`src/fdep_pkg.sv`:
```
`timescale 1ns / 1ps
`default_nettype none
// ----------------------------------------------------------------------------
// fdep_pkg
// Shared types and constants for the FAT12 root directory entry parser.
// ----------------------------------------------------------------------------
package fdep_pkg;

	localparam int ENTRY_BYTES = 32;
	localparam int POS_W       = $clog2(ENTRY_BYTES);
	localparam int COUNT_W     = 16;
	localparam int QUEUE_DEPTH = 4;

	localparam logic [POS_W-1:0]   POS_FIRST   = '0;
	localparam logic [POS_W-1:0]   POS_LAST    = POS_W'(ENTRY_BYTES - 1);
	localparam logic [7:0]         MARK_END    = 8'h00;
	localparam logic [7:0]         MARK_DELETED = 8'hE5;
	localparam logic [7:0]         CHAR_SPACE  = 8'h20;
	localparam logic [11:0]        YEAR_BASE   = 12'd1980;
	localparam logic [COUNT_W-1:0] MAX_ENTRIES_RESET = 16'd224;

	// Byte offsets inside one directory entry.
	localparam logic [POS_W-1:0] OFS_EXT       = 5'd8;
	localparam logic [POS_W-1:0] OFS_ATTR      = 5'd11;
	localparam logic [POS_W-1:0] OFS_TIME_LO   = 5'd22;
	localparam logic [POS_W-1:0] OFS_TIME_HI   = 5'd23;
	localparam logic [POS_W-1:0] OFS_DATE_LO   = 5'd24;
	localparam logic [POS_W-1:0] OFS_DATE_HI   = 5'd25;
	localparam logic [POS_W-1:0] OFS_SIZE_0    = 5'd28;
	localparam logic [POS_W-1:0] OFS_SIZE_1    = 5'd29;
	localparam logic [POS_W-1:0] OFS_SIZE_2    = 5'd30;

	typedef enum logic {
		KIND_ENTRY = 1'b0,
		KIND_END   = 1'b1
	} kind_t;

	typedef struct packed {
		logic [7:0] dir_byte;
		logic       start_req;
	} item_t;

	typedef struct packed {
		kind_t       kind;
		logic [63:0] name;
		logic [23:0] extension;
		logic [3:0]  name_length;
		logic [3:0]  attributes;
		logic [4:0]  hour;
		logic [5:0]  minute;
		logic [5:0]  second;
		logic [11:0] year;
		logic [3:0]  month;
		logic [4:0]  day;
		logic [31:0] file_size;
	} result_t;

	// Raw entry record handed from the front end to the decoder.
	typedef struct packed {
		kind_t       kind;
		logic [63:0] name;
		logic [23:0] extension;
		logic [3:0]  attributes;
		logic [15:0] time_word;
		logic [15:0] date_word;
		logic [31:0] file_size;
	} record_t;

endpackage
`default_nettype wire

```
`src/fdep_front.sv`:
```
`timescale 1ns / 1ps
`default_nettype none
// ----------------------------------------------------------------------------
// fdep_front
// Byte front end: tracks entry position and count, captures entry fields
// and emits one raw record per live entry or end marker.
// ----------------------------------------------------------------------------
module fdep_front import fdep_pkg::*; (
	input  wire logic               clk,
	input  wire logic               arst_n,
	input  wire logic               accept,
	input  wire item_t              item,
	input  wire logic [COUNT_W-1:0] max_entries,
	output logic                    rec_push,
	output record_t                 rec
);

	logic [POS_W-1:0]   pos_q, pos_e, pos_n;
	logic [COUNT_W-1:0] count_q, count_e, count_n;
	logic               skip_q, skip_e, skip_n, skip_now;
	logic               stop_q, stop_e, stop_n;
	logic               live, is_end, capture;

	logic [63:0] name_q;
	logic [23:0] ext_q;
	logic [7:0]  attr_q;
	logic [15:0] time_q;
	logic [15:0] date_q;
	logic [23:0] size_q;
	logic [7:0]  b;

	assign b = item.dir_byte;

	always_comb begin
		pos_e   = item.start_req ? POS_FIRST : pos_q;
		count_e = item.start_req ? '0 : count_q;
		skip_e  = item.start_req ? 1'b0 : skip_q;
		stop_e  = item.start_req ? 1'b0 : stop_q;

		live     = !stop_e && (count_e < max_entries);
		is_end   = live && (pos_e == POS_FIRST) && (b == MARK_END);
		skip_now = (pos_e == POS_FIRST) ? (b == MARK_DELETED) : skip_e;
		capture  = live && !is_end && !skip_now;

		pos_n   = pos_e;
		count_n = count_e;
		skip_n  = skip_e;
		stop_n  = stop_e;
		if (live) begin
			pos_n = pos_e + POS_W'(1);
			if (is_end) begin
				stop_n = 1'b1;
			end else begin
				skip_n = skip_now;
				if (pos_e == POS_LAST) begin
					count_n = count_e + COUNT_W'(1);
				end
			end
		end

		rec_push = accept && (is_end || (capture && pos_e == POS_LAST));
		rec = '0;
		if (!is_end) begin
			rec.kind       = KIND_ENTRY;
			rec.name       = name_q;
			rec.extension  = ext_q;
			rec.attributes = {attr_q[5], attr_q[2:0]};
			rec.time_word  = time_q;
			rec.date_word  = date_q;
			rec.file_size  = {b, size_q};
		end else begin
			rec.kind = KIND_END;
		end
	end

	always_ff @(posedge clk or negedge arst_n) begin
		if (!arst_n) begin
			pos_q   <= '0;
			count_q <= '0;
			skip_q  <= 1'b0;
			stop_q  <= 1'b0;
		end else if (accept) begin
			pos_q   <= pos_n;
			count_q <= count_n;
			skip_q  <= skip_n;
			stop_q  <= stop_n;
		end
	end

	// Field stores are always written earlier in the same entry than read.
	always_ff @(posedge clk) begin
		if (accept && capture) begin
			if (pos_e < OFS_EXT) begin
				name_q <= {name_q[55:0], b};
			end else if (pos_e < OFS_ATTR) begin
				ext_q <= {ext_q[15:0], b};
			end else begin
				case (pos_e)
					OFS_ATTR:    attr_q <= b;
					OFS_TIME_LO: time_q[7:0] <= b;
					OFS_TIME_HI: time_q[15:8] <= b;
					OFS_DATE_LO: date_q[7:0] <= b;
					OFS_DATE_HI: date_q[15:8] <= b;
					OFS_SIZE_0:  size_q[7:0] <= b;
					OFS_SIZE_1:  size_q[15:8] <= b;
					OFS_SIZE_2:  size_q[23:16] <= b;
					default: ;
				endcase
			end
		end
	end

	a_push_needs_accept: assert property (@(posedge clk) disable iff (!arst_n)
		rec_push |-> accept)
		else $error("record pushed without an accepted byte");

	a_end_stops: assert property (@(posedge clk) disable iff (!arst_n)
		(rec_push && rec.kind == KIND_END) |=> stop_q)
		else $error("end marker did not stop the scan");

	a_quiet_when_stopped: assert property (@(posedge clk) disable iff (!arst_n)
		(stop_q && !item.start_req) |-> !rec_push)
		else $error("record pushed after the end marker");

endmodule
`default_nettype wire

```
`src/fdep_queue.sv`:
```
`timescale 1ns / 1ps
`default_nettype none
// ----------------------------------------------------------------------------
// fdep_queue
// Short register queue of raw records between the front end and the decoder.
// ----------------------------------------------------------------------------
module fdep_queue import fdep_pkg::*; #(
	parameter int DEPTH = QUEUE_DEPTH
) (
	input  wire logic    clk,
	input  wire logic    arst_n,
	input  wire logic    push,
	input  wire record_t wdata,
	output logic         full,
	input  wire logic    pop,
	output logic         empty,
	output record_t      rdata
);

	localparam int PTR_W = (DEPTH > 1) ? $clog2(DEPTH) : 1;
	localparam int CNT_W = $clog2(DEPTH + 1);

	record_t            mem_q [DEPTH];
	logic [PTR_W-1:0]   wr_ptr_q, rd_ptr_q;
	logic [CNT_W-1:0]   count_q;
	logic               do_push, do_pop;

	assign full    = (count_q == CNT_W'(DEPTH));
	assign empty   = (count_q == '0);
	assign do_push = push && !full;
	assign do_pop  = pop && !empty;
	assign rdata   = mem_q[rd_ptr_q];

	always_ff @(posedge clk or negedge arst_n) begin
		if (!arst_n) begin
			wr_ptr_q <= '0;
			rd_ptr_q <= '0;
			count_q  <= '0;
		end else begin
			if (do_push) begin
				wr_ptr_q <= (wr_ptr_q == PTR_W'(DEPTH - 1)) ? '0 : wr_ptr_q + PTR_W'(1);
			end
			if (do_pop) begin
				rd_ptr_q <= (rd_ptr_q == PTR_W'(DEPTH - 1)) ? '0 : rd_ptr_q + PTR_W'(1);
			end
			if (do_push && !do_pop) begin
				count_q <= count_q + CNT_W'(1);
			end else if (do_pop && !do_push) begin
				count_q <= count_q - CNT_W'(1);
			end
		end
	end

	always_ff @(posedge clk) begin
		if (do_push) begin
			mem_q[wr_ptr_q] <= wdata;
		end
	end

	a_no_overflow: assert property (@(posedge clk) disable iff (!arst_n)
		push |-> !full)
		else $error("record request dropped on a full queue");

	a_count_bound: assert property (@(posedge clk) disable iff (!arst_n)
		count_q <= CNT_W'(DEPTH))
		else $error("queue count out of range");

	a_pop_moves: assert property (@(posedge clk) disable iff (!arst_n)
		(do_pop && !do_push) |=> (count_q == $past(count_q) - CNT_W'(1)))
		else $error("queue count did not follow a pop");

endmodule
`default_nettype wire

```
`src/fdep_back.sv`:
```
`timescale 1ns / 1ps
`default_nettype none
// ----------------------------------------------------------------------------
// fdep_back
// Decoder: turns a raw record into a result and holds it in the output
// register until it is taken.
// ----------------------------------------------------------------------------
module fdep_back import fdep_pkg::*; (
	input  wire logic    clk,
	input  wire logic    arst_n,
	input  wire logic    rec_empty,
	input  wire record_t rec,
	output logic         rec_pop,
	output logic         empty,
	input  wire logic    pop,
	output result_t      result
);

	result_t dec;
	logic    valid_q;
	result_t out_q;
	logic    load;
	logic [3:0] len;

	// Length is one past the last name byte that is not a space.
	always_comb begin
		len = '0;
		for (int i = 0; i < 8; i++) begin
			if (rec.name[63-8*i -: 8] != CHAR_SPACE) begin
				len = 4'(i + 1);
			end
		end
	end

	always_comb begin
		dec = '0;
		dec.kind = rec.kind;
		if (rec.kind == KIND_ENTRY) begin
			dec.name        = rec.name;
			dec.extension   = rec.extension;
			dec.name_length = len;
			dec.attributes  = rec.attributes;
			dec.hour        = rec.time_word[15:11];
			dec.minute      = rec.time_word[10:5];
			dec.second      = {rec.time_word[4:0], 1'b0};
			dec.year        = {5'd0, rec.date_word[15:9]} + YEAR_BASE;
			dec.month       = rec.date_word[8:5];
			dec.day         = rec.date_word[4:0];
			dec.file_size   = rec.file_size;
		end
	end

	assign load    = !rec_empty && (!valid_q || pop);
	assign rec_pop = load;
	assign empty   = !valid_q;
	assign result  = out_q;

	always_ff @(posedge clk or negedge arst_n) begin
		if (!arst_n) begin
			valid_q <= 1'b0;
		end else if (load) begin
			valid_q <= 1'b1;
		end else if (pop) begin
			valid_q <= 1'b0;
		end
	end

	always_ff @(posedge clk) begin
		if (load) begin
			out_q <= dec;
		end
	end

endmodule
`default_nettype wire

```
`src/fat_directory_entry_parser.sv`:
```
`timescale 1ns / 1ps
`default_nettype none
// ----------------------------------------------------------------------------
// fat_directory_entry_parser
// FAT12 root directory entry parser: cuts a byte stream into 32-byte
// entries and reports each live entry and the end marker.
//
//   channel   | handshake         | payload
//   ----------+-------------------+-----------------------------
//   input     | push / full       | item   (dir_byte, start_req)
//   result    | pop / empty       | result (decoded entry)
//   config    | cfg_valid / ready | cfg_data (max_entries)
//
// One byte is accepted per cycle; full rises only when the record queue
// between front end and decoder is full.
// A completed entry is registered first in the record queue, then in the
// decoder's output register, where it is held until popped.
// Reset clears the position, entry count and flags; max_entries resets
// to 224. A stalled result side backs up the queue, then the input.
// ----------------------------------------------------------------------------
module fat_directory_entry_parser import fdep_pkg::*; #(
	parameter int QDEPTH = QUEUE_DEPTH
) (
	input  wire logic               clk,
	input  wire logic               arst_n,
	input  wire logic               push,
	output logic                    full,
	input  wire item_t              item,
	output logic                    empty,
	input  wire logic               pop,
	output result_t                 result,
	input  wire logic               cfg_valid,
	output logic                    cfg_ready,
	input  wire logic [COUNT_W-1:0] cfg_data
);

	logic [COUNT_W-1:0] max_entries_q;
	logic               accept;
	logic               rec_push, rec_pop, rec_empty;
	record_t            rec_in, rec_out;

	assign cfg_ready = 1'b1;
	assign accept    = push && !full;

	always_ff @(posedge clk or negedge arst_n) begin
		if (!arst_n) begin
			max_entries_q <= MAX_ENTRIES_RESET;
		end else if (cfg_valid && cfg_ready) begin
			max_entries_q <= cfg_data;
		end
	end

	fdep_front u_front (
		.clk         (clk),
		.arst_n      (arst_n),
		.accept      (accept),
		.item        (item),
		.max_entries (max_entries_q),
		.rec_push    (rec_push),
		.rec         (rec_in)
	);

	fdep_queue #(
		.DEPTH (QDEPTH)
	) u_queue (
		.clk    (clk),
		.arst_n (arst_n),
		.push   (rec_push),
		.wdata  (rec_in),
		.full   (full),
		.pop    (rec_pop),
		.empty  (rec_empty),
		.rdata  (rec_out)
	);

	fdep_back u_back (
		.clk       (clk),
		.arst_n    (arst_n),
		.rec_empty (rec_empty),
		.rec       (rec_out),
		.rec_pop   (rec_pop),
		.empty     (empty),
		.pop       (pop),
		.result    (result)
	);

endmodule
`default_nettype wire
```
`config.mk`:
```
export PLATFORM = sky130hd
export DESIGN_NAME = fat_directory_entry_parser
export DESIGN_NICKNAME = d
export VERILOG_FILES = /design/src/fdep_pkg.sv /design/src/fdep_front.sv /design/src/fdep_queue.sv /design/src/fdep_back.sv /design/src/fat_directory_entry_parser.sv
export SDC_FILE = /design/constraint.sdc
export NUM_CORES = 1
export LEC_CHECK = 0
export ABC_AREA = 1
export BUFFER_PORTS_ARGS = -buffer_cell sky130_fd_sc_hd__buf_2
export CAP_MARGIN = 15
export CORE_MARGIN = 3
export CORE_UTILIZATION = 51
export DETAILED_ROUTE_END_ITERATION = 12
export GPL_TIMING_DRIVEN = 0
export MAX_ROUTING_LAYER = met4
export PLACE_DENSITY = 0.68
export SLEW_MARGIN = 20
export SYNTH_ARGS = -nofsm -noshare
export SYNTH_HDL_FRONTEND = slang
export SYNTH_HIERARCHICAL = 1
export SYNTH_SLANG_ARGS = --single-unit
```
`constraint.sdc`:
```
create_clock -name clk -period 19.6 [get_ports clk]
set_input_delay 3.92 -clock clk [delete_from_list [all_inputs] [get_ports clk]]
set_output_delay 3.92 -clock clk [all_outputs]
set_load 0.005 [all_outputs]
```
==> results of run 1 <==
[cell type report]
cell class              instances  area [sq um]
clock buffers                 125          2639
clock inverters                59         506.7
repair buffers                237          1979
inverters                     711          2680
fillers                      6139         31770
flip-flops and latches        989         29470
well taps                    1050          1314
plain buffers                 159          1458
multi-input cells            1486          7572
[sequential cells by signal, indices dropped and copies added, names as in the netlist]
signal and flops:
u_back/result 166, u_front/name_q 64, u_front/attr_q 4, u_front/stop_q 1, u_queue/rd_ptr_q 2, max_entries_q 16
u_queue/mem_q 628, u_front/pos_q 5, u_front/date_q 16, u_front/ext_q 24, u_front/skip_q 1, u_front/time_q 16
u_queue/wr_ptr_q 2, u_front/size_q 24, u_back/valid_q 1, u_queue/count_q 3, u_front/count_q 16
[cell families (layout without fill, tap and decap cells)]
logic type | Yosys count | after routing | synth area share [%]
other cells | 2 | 2 | 0.01827
buf+inv | 870 | 1291 | 10.06
compound gates | 349 | 349 | 6.202
fa+ha+maj | 29 | 29 | 0.9008
flops | 989 | 989 | 71.67
xor+xnor | 5 | 5 | 0.1065
simple gates | 1101 | 1101 | 11.04
[placed cells by master (no fill, tap or decap), drive strengths merged, types with 2 or more instances in the layout]
cell type and count:
nor3 14, nand2 773, nor4 2, o211ai 316
o21ai 13, nor2 251, nand3 37, xnor2 2
nand4 17, dfrtp 44, o22ai 2, ha 28
or2 3, dfstp 3, a21oi 15, clkinv 41
buf 382, xor2 3, inv 714, bufinv 7
conb 2, nand3b 3, clkbuf 139, edfxtp 942
clkinvlp 8
[power breakdown]
part,total (mW),switching (mW),internal [mW]
sequential,2.74,0.0729,2.66
combinational,1.89,1.24,0.652
clock,1.82,0.771,1.05
total,6.44,2.08,4.36
[metrics by stage]
| step | setup slack [ps] | TNS, ps | instance area, sq um | util, % | instances |
|---|---|---|---|---|---|
| 3_5_place_dp | 10770 | 0 | 44470 | 56.02 | 4632 |
| 5_1_grt | 11060 | 0 | 47620 | 59.98 | 4816 |
| 2_1_floorplan | 6205 | 0 | 41110 | - | 3345 |
| 3_3_place_gp | -186.5 | -43760 | 43400 | 54.67 | 4590 |
| 4_1_cts | 11500 | 0 | 47620 | 59.98 | 4816 |
| 6_report | 11460 | 0 | 47620 | 59.98 | 4816 |
[cells in the mapped netlist (3+ instances only)]
cell type,count
edfxtp_1,942
nand2_1,677
inv_1,620
o211ai_1,316
nor2_1,246
nand2_2,96
inv_2,88
buf_6,85
dfrtp_1,44
buf_2,36
nand3_1,36
ha_1,28
nand4_1,17
a21oi_1,14
clkbuf_1,14
buf_4,13
o21ai_0,13
nor3_1,12
buf_8,10
nor2_2,4
dfstp_2,3
nand3b_1,3
xor2_1,3
[path summary, 6_finish.rpt]
kind | start | slack [ps] | end
worst min register to register | u_front/ext_q[11] | 450 | u_front/ext_q[19]
min in group asynchronous | arst_n | 3340 | u_front/count_q[2]
worst max-delay path | item[0] | 11460 | u_queue/mem_q[1][152]
worst max register to register | u_front/count_q[13] | 15030 | u_queue/mem_q[1][152]
worst min-delay path | u_front/ext_q[11] | 450 | u_front/ext_q[19]
max in group asynchronous | arst_n | 15770 | u_queue/wr_ptr_q[1]
[metal layers]
layer | global-route usage [%] | wire [microns] | vias up
met5 | - | 0 | -
met4 | 7.413 | 2564 | 0
met3 | 3.306 | 5718 | 158
met2 | 36.40 | 44670 | 757
met1 | 28.23 | 37840 | 11778
li1 | - | - | 11751
[critical path: stages]
cell      delay, ps
buf_6           140
clkbuf_1        480
nor2_1          160
ha_1            320
nand2_1          60
inv_1            30
nor2_1           80
o211ai_1         80
a21oi_1         350
nand2_2         150
or2_1           240
buf_6           150
buf_2           210
a21oi_1         260
nand2_1         330
nor2_4          640
buf_16          250
buf_16          180
buf_16          180
buf_12          200
==> impl_metrics.toml, run 1 <==
[sta]
worst_pin_slew_ps = 948.1
fin_crit_sh_pct = 41.51
period_needed_ps = 8137
finClkSkew_ps = 20.34
final_max_slew_viol_count = 0
slew-limit-headroom_pct = 36.56
finalSetupViolations = 0
timing.fmax_mhz = 122.9
hold_ws_ps = 453.9
rsz0062_at_grt = "false"
timing.final.hold_violations = 0

[grt]
grt_max_degree = 48
grt_pass1_wl_mm = 138.2
grt_antenna_before_repair = 4
grt-ovfl-total = 0
first_global_vias = 24089
grt_usage_pct = 22.07

[clock_tree]
numCtsBuffers = 100
cts_resized = 0
hold_buffers = 0
cts_max_level = 3
cts-root-buf = "clkbuf_16"
cts_tree = "built"
clk_pin_slew_ps = 60
cts_buffer_depth = 3
clk_latency_ps = 650
cts_setup_buffers = 0
clock_sinks = 989

[logic_synthesis]
synth_top_area_share_pct = 68.80
ys.flop_type = "edfxtp_1"
synth_top_area_cell = "edfxtp_1"
avgSynthCellArea_sq_um = 12.29
synth_nets = 3404
ys_ff_latch = 989
synth_cells = 3345
yosysSeqAreaShare_pct = 71.67
ys_top_cells_by_area = "edfxtp_1 69%, nand2_1 6.2%, o211ai_1 5.8%"
ys_types = 41
syn_area_sq_um = 41110
async_flop_share_pct = 4.752
synth_edf_count = 942
yosys_warnings = 6

[hold_path]
hold_depth = 0
min_path_type = "reg2reg"

[flow_run]
drv_cap = 0

[critical_path]
critPathKind = "in2reg"
crit_arrival_ps = 8470
endpoint_kind = "register"
worstPathRequired_ps = 19930
critPathLaunchType = "input port"
reg2reg_depth = 19
path_max_fanout = 21

[placement]
dp_hpwl_mm = 59.56
io_buffers = 195
gp_congestion = 0.8100

[floorplanning]
die_w_microns = 289.9
ios = 200
rows = 103
chipHeight_microns = 289.9
core_sq_um = 79390
die_area_sq_um = 84060
initial_core_util_pct = 51.79

[status]
outcome = "completed"

[pwr]
power_density_nw_per_um2 = 135.3
power_mw = 6.443
irDropWorstVdd_uv = 75.86
leakage_nw = 19.78

[final_layout]
drive_above_1_share_pct = 19.52
fin_nets = 3743
syn_to_final_growth_pct = 15.81
diodes = 0

[route]
drc = 0
routed_via_density = 5.076
dr_total_vias = 24444
wirelength_mm = 90.80
ant_nets = 0
drt_iter0_drc = 1996
dr.pass1.iters = 5
wl_per_cell_microns = 18.85
Power figures use the tool's default switching activity.
==> run 2: changes to the inputs <==
==> constraint.sdc (replaced) <==
create_clock -name clk -period 7.85 [get_ports clk]
set_input_delay 1.57 -clock clk [delete_from_list [all_inputs] [get_ports clk]]
set_output_delay 1.57 -clock clk [all_outputs]
set_load 0.005 [all_outputs]
==> impl_metrics.toml, run 2 (synthesized netlist as in run 1, its figures left out) <==
[clock_tree]
cts-root-buf = "clkbuf_16"
numCtsBuffers = 100
clock_sinks = 989
cts_buffer_depth = 3
cts_max_level = 3
cts_resized = 0
cts_tree = "built"
cts_setup_buffers = 0
clk_latency_ps = 650
hold_buffers = 0
clk_pin_slew_ps = 60

[floorplanning]
rows = 103
ios = 200
die_area_sq_um = 84060
chipHeight_microns = 289.9
die_w_microns = 289.9
initial_core_util_pct = 51.79
core_sq_um = 79390

[final_layout]
top_register = "u_queue/mem_q"
final_area_sq_um = 47880
layout.cells.non_filler = 4819
fin_util_pct = 60.32
fillers = 6182
layout_common_cells = "942 x edfxtp_1, 677 x nand2_1, 620 x inv_1, 316 x o211ai_1, 239 x nor2_1"
drive_above_1_share_pct = 19.90
largest_reg_flops = 628
syn_to_final_growth_pct = 16.46
fin_nets = 3743
final_common_cell = "edfxtp_1"

[pwr]
power_frac_comb_pct = 28.9
clockPowerShare_pct = 29.6
p_sw_mw = 5.254
swShare_pct = 31.94
power_mw = 16.45
power_density_nw_per_um2 = 343.5
irDropWorstVdd_uv = 186.5
leakage_nw = 19.92
internal-power_mw = 11.19
power.share.sequential_pct = 41.5

[placement]
dp_hpwl_mm = 59.45
io_buffers = 195
gp_congestion = 0.8291
place_inst = 4632
dp_slack_ps = 1316
place_area_sq_um = 44460

[sta]
slew-limit-headroom_pct = 39.23
rsz0062_at_grt = "false"
hold_ws_ps = 462.1
finClkSkew_ps = 18.17
final_max_slew_viol_count = 0
fin_tns_setup_ps = 0
finalWorstSetupSlack_ps = 1946
timing.final.hold_violations = 0
fin_crit_sh_pct = 75.21
period_needed_ps = 5904
finalSetupViolations = 0
worst_pin_slew_ps = 908.2
timing.fmax_mhz = 169.4

[critical_path]
worstPathRequired_ps = 8190
critPathKind = "in2reg"
reg2reg_from = "u_front/count_q[13]"
r2r_end = "u_queue/mem_q[0][73]"
r2r_slack_ps = 3120
critPathLaunchType = "input port"
path_max_fanout = 22
crit_arrival_ps = 6240
reg2reg_depth = 18
endpoint_kind = "register"
startpoint = "item[0]"

[grt]
grt-ovfl-total = 0
grt_pass1_wl_mm = 138.6
grt_antenna_before_repair = 3
first_global_vias = 24232
grt_max_degree = 48
grt_usage_pct = 22.10

[hold_path]
worstHoldStart = "max_entries_q[5]"
hold_depth = 2
min_to = "max_entries_q[5]"
min_path_type = "reg2reg"

[route]
dr_total_vias = 24531
dr.pass1.iters = 7
ant_nets = 0
routed_via_density = 5.090
drt_iter0_drc = 2037
drc = 0
wl_per_cell_microns = 18.91
wirelength_mm = 91.12

[status]
outcome = "completed"

[flow_run]
drv_cap = 0
run 2: worst max-delay path: stages:
cell      delay (ps)
buf_6            150
clkbuf_1         450
nor2_1           170
ha_1             320
nand2_1           70
inv_1             40
nor2_1            80
o211ai_1          80
a21oi_1          370
nand2_2          150
or2_1            240
buf_6            140
buf_2            210
a21oi_1          410
nand2_1          400
nor2_4           660
buf_16           260
buf_12           210
buf_12           210
run 2: routing by layer:
layer | global-route usage [%] | vias to the layer above | routed length, microns
met5 | - | - | 0
met4 | 7.782 | 0 | 3072
met3 | 2.908 | 183 | 5647
met2 | 36.27 | 802 | 44410
met1 | 28.54 | 11795 | 37990
li1 | - | 11751 | -
run 2: worst max-delay path by stage:
| stage | to | cells past startpoint |
|---|---|---|
| finish | u_queue/mem_q[0][73] | 19 |
| global route | u_queue/mem_q[0][65] | 18 |
| CTS | u_queue/mem_q[0][82] | 19 |
| detailed placement | u_queue/mem_q[0][77] | 19 |
| global placement | u_queue/mem_q[0][77] | 16 |
| floorplan | u_queue/mem_q[0][0] | 16 |
run 2: power by group through the flow:
stage                     Combinational (mW)  Clock, mW  Sequential [mW]
after floorplan                         2.82          0             7.03
after global placement                  4.62          0             7.03
after detailed placement                4.76          0             6.94
after CTS                               4.79       4.96             6.84
after global routing                    5.21       5.17             6.89
final                                   4.75       4.87             6.83
run 2: cell type report:
type	count	area (sq um)	share of cell area, %
multi-input cells	1486	7572	15.81
plain buffers	159	1458	3.044
flip-flops and latches	989	29470	61.54
repair buffers	237	1977	4.129
well taps	1050	1314	2.744
clock inverters	67	755.7	1.578
diodes	1	2.502	0.005226
clock buffers	119	2656	5.548
inverters	711	2680	5.597
==> run 3: changes to the inputs <==
==> constraint.sdc (replaced) <==
create_clock -name clk -period 5.9 [get_ports clk]
set_input_delay 1.18 -clock clk [delete_from_list [all_inputs] [get_ports clk]]
set_output_delay 1.18 -clock clk [all_outputs]
set_load 0.005 [all_outputs]
==> impl_metrics.toml, run 3 (synthesized netlist as in run 1, its figures left out) <==
[critical_path]
crit_path_cell_trace = "buf_6 > clkbuf_8 > nor2_1 > ha_1 > nand2_1 > nand2_1 > nand2_1 > nand2_1 > nand2_1 > nand2_1 > nand2_2 > nand3_1 > nor2_1 > nand2_1 > a21oi_4 > nand2_4 > nor2_4 > buf_12 > buf_12 > buf_12"
critPathSlowestCell = "nor2_4"
critPathLaunchType = "input port"
critPathKind = "in2reg"
endpoint_kind = "register"
worstPathRequired_ps = 6240
path_max_fanout = 21
crit_top_cell = "nand2_1"
cpPeakStageDelay_ps = 680
crit_arrival_ps = 4960

[final_layout]
top_register = "u_queue/mem_q"
layout_common_cells = "942 x edfxtp_1, 676 x nand2_1, 620 x inv_1, 316 x o211ai_1, 238 x nor2_1"
final_common_cell = "edfxtp_1"
fin_nets = 3742
drive_above_1_share_pct = 19.58
diodes = 0
final_area_sq_um = 47750
syn_to_final_growth_pct = 16.15
largest_reg_flops = 628
layout.cells.non_filler = 4815

[clock_tree]
hold_buffers = 0
clock_sinks = 989
cts_tree = "built"
clk_pin_slew_ps = 60
cts_max_level = 3
numCtsBuffers = 99
clk_latency_ps = 660
cts_setup_buffers = 0
cts_buffer_depth = 3
cts_resized = 0
cts-root-buf = "clkbuf_16"

[sta]
finalSetupViolations = 0
timing.fmax_mhz = 216.6
fin_tns_setup_ps = 0
finClkSkew_ps = 31.85
rsz0062_at_grt = "false"
worst_pin_slew_ps = 954.5
period_needed_ps = 4617
finalWorstSetupSlack_ps = 1283
slew-limit-headroom_pct = 36.13
timing.final.hold_violations = 0
final_max_slew_viol_count = 0
fin_crit_sh_pct = 78.25

[route]
drc = 0
drt_iter0_drc = 2292
wirelength_mm = 92.77
dr.pass1.iters = 5
routed_via_density = 5.112
dr_total_vias = 24612
ant_nets = 0
wl_per_cell_microns = 19.27

[hold_path]
min_path_type = "reg2reg"

[floorplanning]
ios = 200
core_sq_um = 79390
die_w_microns = 289.9
rows = 103
initial_core_util_pct = 51.79
chipHeight_microns = 289.9
die_area_sq_um = 84060

[pwr]
power.share.sequential_pct = 42.1
leakage_nw = 19.86
power_frac_comb_pct = 29.3
irDropWorstVdd_uv = 274.7
power_density_nw_per_um2 = 452.1
swShare_pct = 32.10
internal-power_mw = 14.66
p_sw_mw = 6.931
clockPowerShare_pct = 28.7

[grt]
grt_max_degree = 48
grt_usage_pct = 22.68
grt_pass1_wl_mm = 142.1
grt-ovfl-total = 0
first_global_vias = 24303
grt_antenna_before_repair = 4

[placement]
dp_hpwl_mm = 60.57
dp_slack_ps = 615.3
place_inst = 4632
io_buffers = 195
gp_congestion = 0.8074
place_area_sq_um = 44520

[status]
outcome = "completed"

[flow_run]
drv_cap = 0
==> run 3: cell type report <==
type | instances | area [sq um]
Fill cell | 6214 | 31630
Clock buffer | 131 | 2723
Buffer | 159 | 1470
Sequential cell | 989 | 29470
Tap cell | 1050 | 1314
Inverter | 711 | 2680
Clock inverter | 52 | 511.7
Multi-Input combinational cell | 1486 | 7597
Timing Repair Buffer | 237 | 1992
==> run 3: power groups by stage <==
stage / Clock [mW] / Combinational [mW] / Sequential (mW)
after floorplan: 0 / 3.75 / 9.32
after global placement: 0 / 6.15 / 9.30
after detailed placement: 0 / 6.35 / 9.24
after CTS: 6.31 / 6.39 / 9.10
after global routing: 6.63 / 6.96 / 9.16
final: 6.19 / 6.32 / 9.08
==> run 3: routing by layer <==
layer | vias up | track usage, % | part of all wire, %
met5 | - | - | 0
met4 | 0 | 6.799 | 2.5
met3 | 139 | 2.740 | 6.0
met2 | 795 | 36.77 | 49
met1 | 11926 | 30.38 | 43
li1 | 11752 | - | -
==> run 3: path summary, 6_finish.rpt <==
| check | slack, ps | depth (start not counted) | start | to |
|---|---|---|---|---|
| worst max register to register | 1770 | 19 | u_front/count_q[1] | u_queue/mem_q[0][113] |
| max in group asynchronous | 4830 | 1 | arst_n | u_back/valid_q |
| worst min-delay path | 460 | 2 | max_entries_q[6] | max_entries_q[6] |
| min in group asynchronous | 580 | 1 | arst_n | max_entries_q[2] |
| worst max-delay path | 1280 | 20 | item[0] | u_queue/mem_q[0][113] |
| worst min register to register | 460 | 2 | max_entries_q[6] | max_entries_q[6] |
==> run 3: through the flow <==
stage / power (mW) / util [%] / hold WS [ps]
after floorplan: 13.07 / - / 426.8
after global placement: 15.45 / 54.77 / 450.1
after detailed placement: 15.59 / 56.07 / 451.5
after CTS: 21.80 / 60.15 / 466.9
after global routing: 22.75 / 60.15 / 480.7
final: 21.59 / 60.15 / 463.1
==> run 3: critical path: cells and delay by family <==
| family | cells | cell delay [ps] |
|---|---|---|
| adder cells (fa/ha/maj) | 1 | 290 |
| AND/OR/NAND/NOR | 13 | 2200 |
| buffers and inverters | 5 | 1000 |
| AO/OA/AOI/OAI | 1 | 220 |
